==> config.mk <==
export PLATFORM = sky130hd
export DESIGN_NAME = acm_lane
export DESIGN_NICKNAME = d
export VERILOG_FILES = /design/src/sv/acm_pkg.sv /design/src/sv/acm_lane.sv
export SDC_FILE = /design/constraint.sdc
export NUM_CORES = 2
export LEC_CHECK = 0
export BUFFER_PORTS_ARGS = -buffer_cell sky130_fd_sc_hd__buf_4
export CAP_MARGIN = 20
export CORE_MARGIN = 2
export CORE_UTILIZATION = 60
export CTS_BUF_LIST = sky130_fd_sc_hd__clkbuf_4 sky130_fd_sc_hd__clkbuf_8
export CTS_CLUSTER_SIZE = 40
export DETAILED_ROUTE_END_ITERATION = 8
export PLACE_DENSITY = 0.77
export SYNTH_ARGS = -nofsm -noshare
export SYNTH_HDL_FRONTEND = slang
export SYNTH_SLANG_ARGS = --single-unit
==> constraint.sdc <==
create_clock -name clk -period 26.5 [get_ports clk]
set_clock_uncertainty 0.2 [all_clocks]
set_input_delay 2.65 -clock clk [delete_from_list [all_inputs] [get_ports clk]]
set_output_delay 2.65 -clock clk [all_outputs]
set_load 0.005 [all_outputs]
==> src/sv/acm_pkg.sv <==
package acm_pkg;

  localparam int FRAMES    = 4096;
  localparam int TRACKS    = 2;
  localparam int LANES     = 2 * TRACKS;
  localparam int SAMPLE_W  = 24;
  localparam int FRAC_W    = SAMPLE_W - 4;
  localparam int ADDR_W    = $clog2(FRAMES);
  localparam int CNT_W     = ADDR_W + 1;
  localparam int FRAME_W   = TRACKS * SAMPLE_W;
  localparam int SUM_W     = SAMPLE_W + 2;
  localparam int NUM_W     = 50;
  localparam int DEN_W     = 31;
  localparam int ITER_W    = 6;

  localparam logic signed [SAMPLE_W-1:0] ONE_Q = SAMPLE_W'(1 << FRAC_W);
  localparam logic signed [SAMPLE_W-1:0] SMAX  = {1'b0, {(SAMPLE_W-1){1'b1}}};
  localparam logic signed [SAMPLE_W-1:0] SMIN  = {1'b1, {(SAMPLE_W-1){1'b0}}};
  localparam logic [SAMPLE_W-1:0] KNEE_Q       = SAMPLE_W'(525533);
  localparam logic [SAMPLE_W-1:0] PEAK_LIMIT   = SAMPLE_W'(1038090);
  localparam logic [DEN_W-1:0]    KNEE_99      = DEN_W'(99 * 525533);
  localparam logic [19:0]         COMP_M       = 20'(1048576 - 525533);

  typedef enum logic [2:0] {
    MODE_NONE      = 3'd0,
    MODE_CLIP      = 3'd1,
    MODE_SCALE     = 3'd2,
    MODE_CHAN      = 3'd3,
    MODE_ANTI      = 3'd4,
    MODE_CHAN_ANTI = 3'd5
  } mode_t;

  typedef enum logic [1:0] {
    ST_ACCEPTED = 2'd0,
    ST_RETURNED = 2'd1,
    ST_DROPPED  = 2'd2,
    ST_EMPTY    = 2'd3
  } status_t;

  localparam logic ACT_LOAD = 1'b0;
  localparam logic ACT_READ = 1'b1;

  typedef enum logic [2:0] {
    K_PASS = 3'd0,
    K_CLIP = 3'd1,
    K_DIV  = 3'd2,
    K_COMP = 3'd3,
    K_ONE  = 3'd4
  } kind_t;

  typedef struct packed {
    kind_t            kind;
    logic [DEN_W-1:0] divisor;
  } lane_cmd_t;

endpackage

==> src/sv/acm_lane.sv <==
module acm_lane import acm_pkg::*; (
  input  logic                       clk,
  input  logic                       rst_n,
  input  logic                       start,
  input  lane_cmd_t                  cmd,
  input  logic signed [SAMPLE_W-1:0] sample,
  input  logic [SAMPLE_W-1:0]        peak,
  output logic                       done,
  output logic signed [SAMPLE_W-1:0] result
);

  typedef enum logic [3:0] {
    S_IDLE = 4'b0001,
    S_MUL  = 4'b0010,
    S_DIV  = 4'b0100,
    S_DONE = 4'b1000
  } lstate_t;

  lstate_t                    state_r, state_nxt;
  kind_t                      kind_r;
  logic                       neg_r;
  logic signed [SAMPLE_W-1:0] x_r;
  logic [SAMPLE_W-1:0]        mag_r;
  logic [DEN_W-1:0]           n_r;
  logic [DEN_W-1:0]           den_r;
  logic [NUM_W-1:0]           num_r;
  logic [DEN_W-1:0]           rem_r;
  logic [ITER_W-1:0]          cnt_r;

  logic [SAMPLE_W-1:0]        mag;
  logic [SAMPLE_W-1:0]        a_cl;
  logic [DEN_W-1:0]           peak100;
  logic [DEN_W:0]             rem_sh;
  logic                       qbit;
  logic [SAMPLE_W-1:0]        y;

  assign mag     = sample[SAMPLE_W-1] ? SAMPLE_W'(-sample) : sample;
  assign a_cl    = (mag > peak) ? peak : mag;
  assign peak100 = DEN_W'({{(DEN_W-SAMPLE_W){1'b0}}, peak} * DEN_W'(100));
  assign rem_sh  = {rem_r, num_r[NUM_W-1]};
  assign qbit    = (rem_sh >= {1'b0, den_r});

  always_comb begin
    state_nxt = state_r;
    case (state_r)
      S_IDLE:  if (start) state_nxt = S_MUL;
      S_MUL:   state_nxt = S_DIV;
      S_DIV:   if (cnt_r == ITER_W'(NUM_W - 1)) state_nxt = S_DONE;
      S_DONE:  state_nxt = S_IDLE;
      default: state_nxt = S_IDLE;
    endcase
  end

  always_ff @(posedge clk) begin
    if (!rst_n) begin
      state_r <= S_IDLE;
    end else begin
      state_r <= state_nxt;
    end
  end

  always_ff @(posedge clk) begin
    if (state_r == S_IDLE && start) begin
      neg_r <= sample[SAMPLE_W-1];
      x_r   <= sample;
      mag_r <= mag;
      n_r   <= peak100 - DEN_W'({{(DEN_W-SAMPLE_W){1'b0}}, a_cl} * DEN_W'(99));
      if (cmd.kind == K_COMP) begin
        den_r  <= peak100 - KNEE_99;
        kind_r <= (mag < KNEE_Q) ? K_PASS : K_COMP;
      end else begin
        den_r  <= cmd.divisor;
        kind_r <= cmd.kind;
      end
    end
    if (state_r == S_MUL) begin
      if (kind_r == K_COMP) begin
        num_r <= NUM_W'(n_r * COMP_M) + NUM_W'(den_r >> 1);
      end else begin
        num_r <= (NUM_W'(mag_r) << FRAC_W) + NUM_W'(den_r >> 1);
      end
      rem_r <= '0;
      cnt_r <= '0;
    end
    if (state_r == S_DIV) begin
      rem_r <= qbit ? DEN_W'(rem_sh - {1'b0, den_r}) : rem_sh[DEN_W-1:0];
      num_r <= {num_r[NUM_W-2:0], qbit};
      cnt_r <= cnt_r + 1'b1;
    end
  end

  assign y = SAMPLE_W'(ONE_Q) - num_r[SAMPLE_W-1:0];

  always_comb begin
    case (kind_r)
      K_CLIP: begin
        if (x_r > ONE_Q) result = ONE_Q;
        else if (x_r < -ONE_Q) result = -ONE_Q;
        else result = x_r;
      end
      K_ONE:  result = ONE_Q;
      K_DIV: begin
        if (!neg_r) begin
          result = (num_r > NUM_W'(SMAX)) ? SMAX : SAMPLE_W'(num_r);
        end else begin
          result = (num_r > NUM_W'(1 << (SAMPLE_W - 1))) ? SMIN :
                   SAMPLE_W'(-num_r[SAMPLE_W-1:0]);
        end
      end
      K_COMP: result = neg_r ? SAMPLE_W'(-y) : y;
      default: result = x_r;
    endcase
  end

  assign done = (state_r == S_DONE);

endmodule

==> flow_summary.yaml <==
run_status:
  status: "complete, no violations"
synthesis:
  syn_nets: 4268
  ys_seq_area_share_pct: 18.8
  synth_area_sq_um: 32200
  synth-async-reset-ratio_pct: 0
  ys.flop_type: "edfxtp_1"
  avgSynthCellArea_sq_um: 9.52
  synth_cell_types: 89
  synth_edf_count: 199
  netlist_top_cells_area: "fa_1, edfxtp_1, ha_1"
  postSynthCellCount: 3383
  synth_warnings: 0
  ys_top_cells_by_count: "inv_1, ha_1, fa_1"
  yosys.area.top_type: "fa_1"
  synth.most_common_cell: "inv_1"
  yosysTopAreaCellShare_pct: 24.1
  synth-seq-cells: 203
global_route:
  antenna_found_initial: 5
  grt_usage_pct: 34.0
  grt_pass1_vias: 26400
  grt_overflow_total: 0
  grt_max_degree: 73
  grt_pass1_wl_um: 146000
layout:
  nFillCells: 4246
  multi_input_area_sq_um: 23700
  syn_to_final_growth_pct: 7.54
  fin_util_pct: 65.5
  drive_above_1_share_pct: 7.55
  ff_latch_area_sq_um: 6060
  num-nets-final: 4352
  stdcell_area_sq_um: 34600
cts:
  cts_tree: "done"
  hold_buffers: 0
  post-cts-setup-buffers: 0
  cts-resized-gates: 0
  cts.sinks: 203
  clk_latency_ns: 0.62
  cts_buffers: 39
  cts_root_buf: "clkbuf_8"
  clkTransAtPathRegs_ns: 0.06
  clk_path_buf_depth: 3
  htree_levels: 2
hold_path:
  hp-class: "reg2reg"
worst_setup_path:
  crit_path_start_kind: "primary input"
  crit_type: "in2reg"
  crit_fanout: 43
  crit_buf_inv: 5
  required_ns: 26.65
  crit_path_top_delay_cell: "or4_1"
  crit_path_max_incr_delay_ns: 0.59
  end_kind: "flop"
  crit_top_cell: "o21ai_0"
  cp_top_family: "compound AO/OA/AOI/OAI gates"
  arrival_ns: 11.91
timing:
  max_slew_margin_pct: 28.1
  setup_viol: 0
  period_share_pct: 44.4
  fin_setup_tns_ns: 0
  fin_crit_ns: 11.76
  fmax_ghz: 0.0850
  drv_slew: 0
  timing.final.hold_violations: 0
  worstMarginPinSlew_ns: 1.08
  grt_setup_unrepaired: "false"
detailed_routing:
  ant_nets: 0
  vias: 25900
  drtPass1Iterations: 7
  via_per_inst: 6.18
  drc_errors: 0
  wl_per_cell_um: 22.2
  routed_wl_um: 92900
  drt_iter0_markers: 2334
die:
  initial_core_util_pct: 60.9
  die-height_um: 236
  dieWidth_um: 236
  dieArea_sq_um: 55600
  core.rowCount: 84
  ios: 110
  coreArea_sq_um: 52900
place:
  place_congestion: 0.995
  port_buffers: 109
  dpl.hpwl_um: 77000
  dpl_cell_area_sq_um: 33700
flow_run:
  cap_violations: 0
==> layout by cell type, fill, tap and decap left out, types with 19 or more instances in the layout <==
cell type / count
fa_1: 388
nor3_1: 41
xor2_1: 70
and3_1: 20
edfxtp_1: 199
mux2_2: 29
nand3_1: 56
a21oi_1: 196
a31oi_1: 19
nand2_1: 191
nor2b_1: 19
clkbuf_8: 39
a21o_1: 82
buf_4: 129
o21ai_0: 175
nand2b_1: 26
ha_1: 412
mux2i_1: 47
o21bai_1: 20
nand4_1: 30
nor2_1: 194
inv_1: 587
a211oi_1: 32
xnor2_1: 153
==> cell type report <==
class,count,share of cell area (%)
repair buffers,129,2.80
well taps,688,2.48
clock inverters,25,0.878
inverters,588,6.37
multi-input cells,2506,68.3
flip-flops and latches,203,17.5
diodes,4,0.0289
clock buffers,45,1.68
==> sequential cells by signal, indices dropped and copies added (netlist names) <==
register  count
num_r        50
den_r        31
n_r          31
rem_r        31
mag_r        23
x_r          23
cnt_r         6
state_r       4
kind_r        3
neg_r         1
==> worst register-to-register path, cell delays in order, from the launching register on <==
cell and delay, ns:
edfxtp_1 0.65, fa_1 0.70, inv_1 0.07, fa_1 0.48
inv_1 0.06, fa_1 0.54, inv_1 0.06, fa_1 0.52
fa_1 0.56, inv_1 0.06, fa_1 0.58, fa_1 0.43
ha_1 0.41, nand2_1 0.17, nor3_1 0.27, o21ai_0 0.25
and4b_1 0.33, or2_2 0.33, o21ai_0 0.39, a41oi_1 0.33
o221ai_1 0.33, xor2_1 0.10, a22o_1 0.20
==> metrics by stage <==
stage,hold WS (ns),worst slack (ns),instances
3_5_place_dp,0.352,14.33,4114
2_1_floorplan,0.290,15.52,3383
3_3_place_gp,0.340,14.47,4114
4_1_cts,0.369,14.94,4184
6_report,0.370,14.74,4188
5_1_grt,0.400,14.05,4185
==> kinds of logic after synthesis <==
group | count (synthesis) | synth area share, %
AOI/OAI and AO/OA | 728 | 14.5
xor gates and xnor gates | 223 | 6.06
adders and majority gates | 800 | 40.1
buffers and inverters | 674 | 7.88
DFF | 203 | 18.8
muxes | 76 | 2.47
and+or+nand+nor | 679 | 10.2
==> layer usage <==
metal | global-route usage [%] | wire length (um) | share of wire (%)
met3 | 5.36 | 7150 | 7.7
met5 | 0 | 35 | 0.038
met2 | 56.3 | 44100 | 47
met1 | 45.1 | 38000 | 41
met4 | 12.7 | 3610 | 3.9
==> worst paths after layout <==
path | start | cells past startpoint | to | slack (ns)
max | sample[7] | 35 | n_r[30]$_DFFE_PP_ | 14.74
min | num_r[40]$_DFFE_PN_ | 2 | num_r[41]$_DFFE_PN_ | 0.37
max reg2reg | n_r[0]$_DFFE_PP_ | 22 | num_r[48]$_DFFE_PN_ | 18.26
min reg2reg | num_r[40]$_DFFE_PN_ | 2 | num_r[41]$_DFFE_PN_ | 0.37
Power is not shown: default switching activity piles up to over one toggle a cycle in this logic, so the estimate is an artifact.
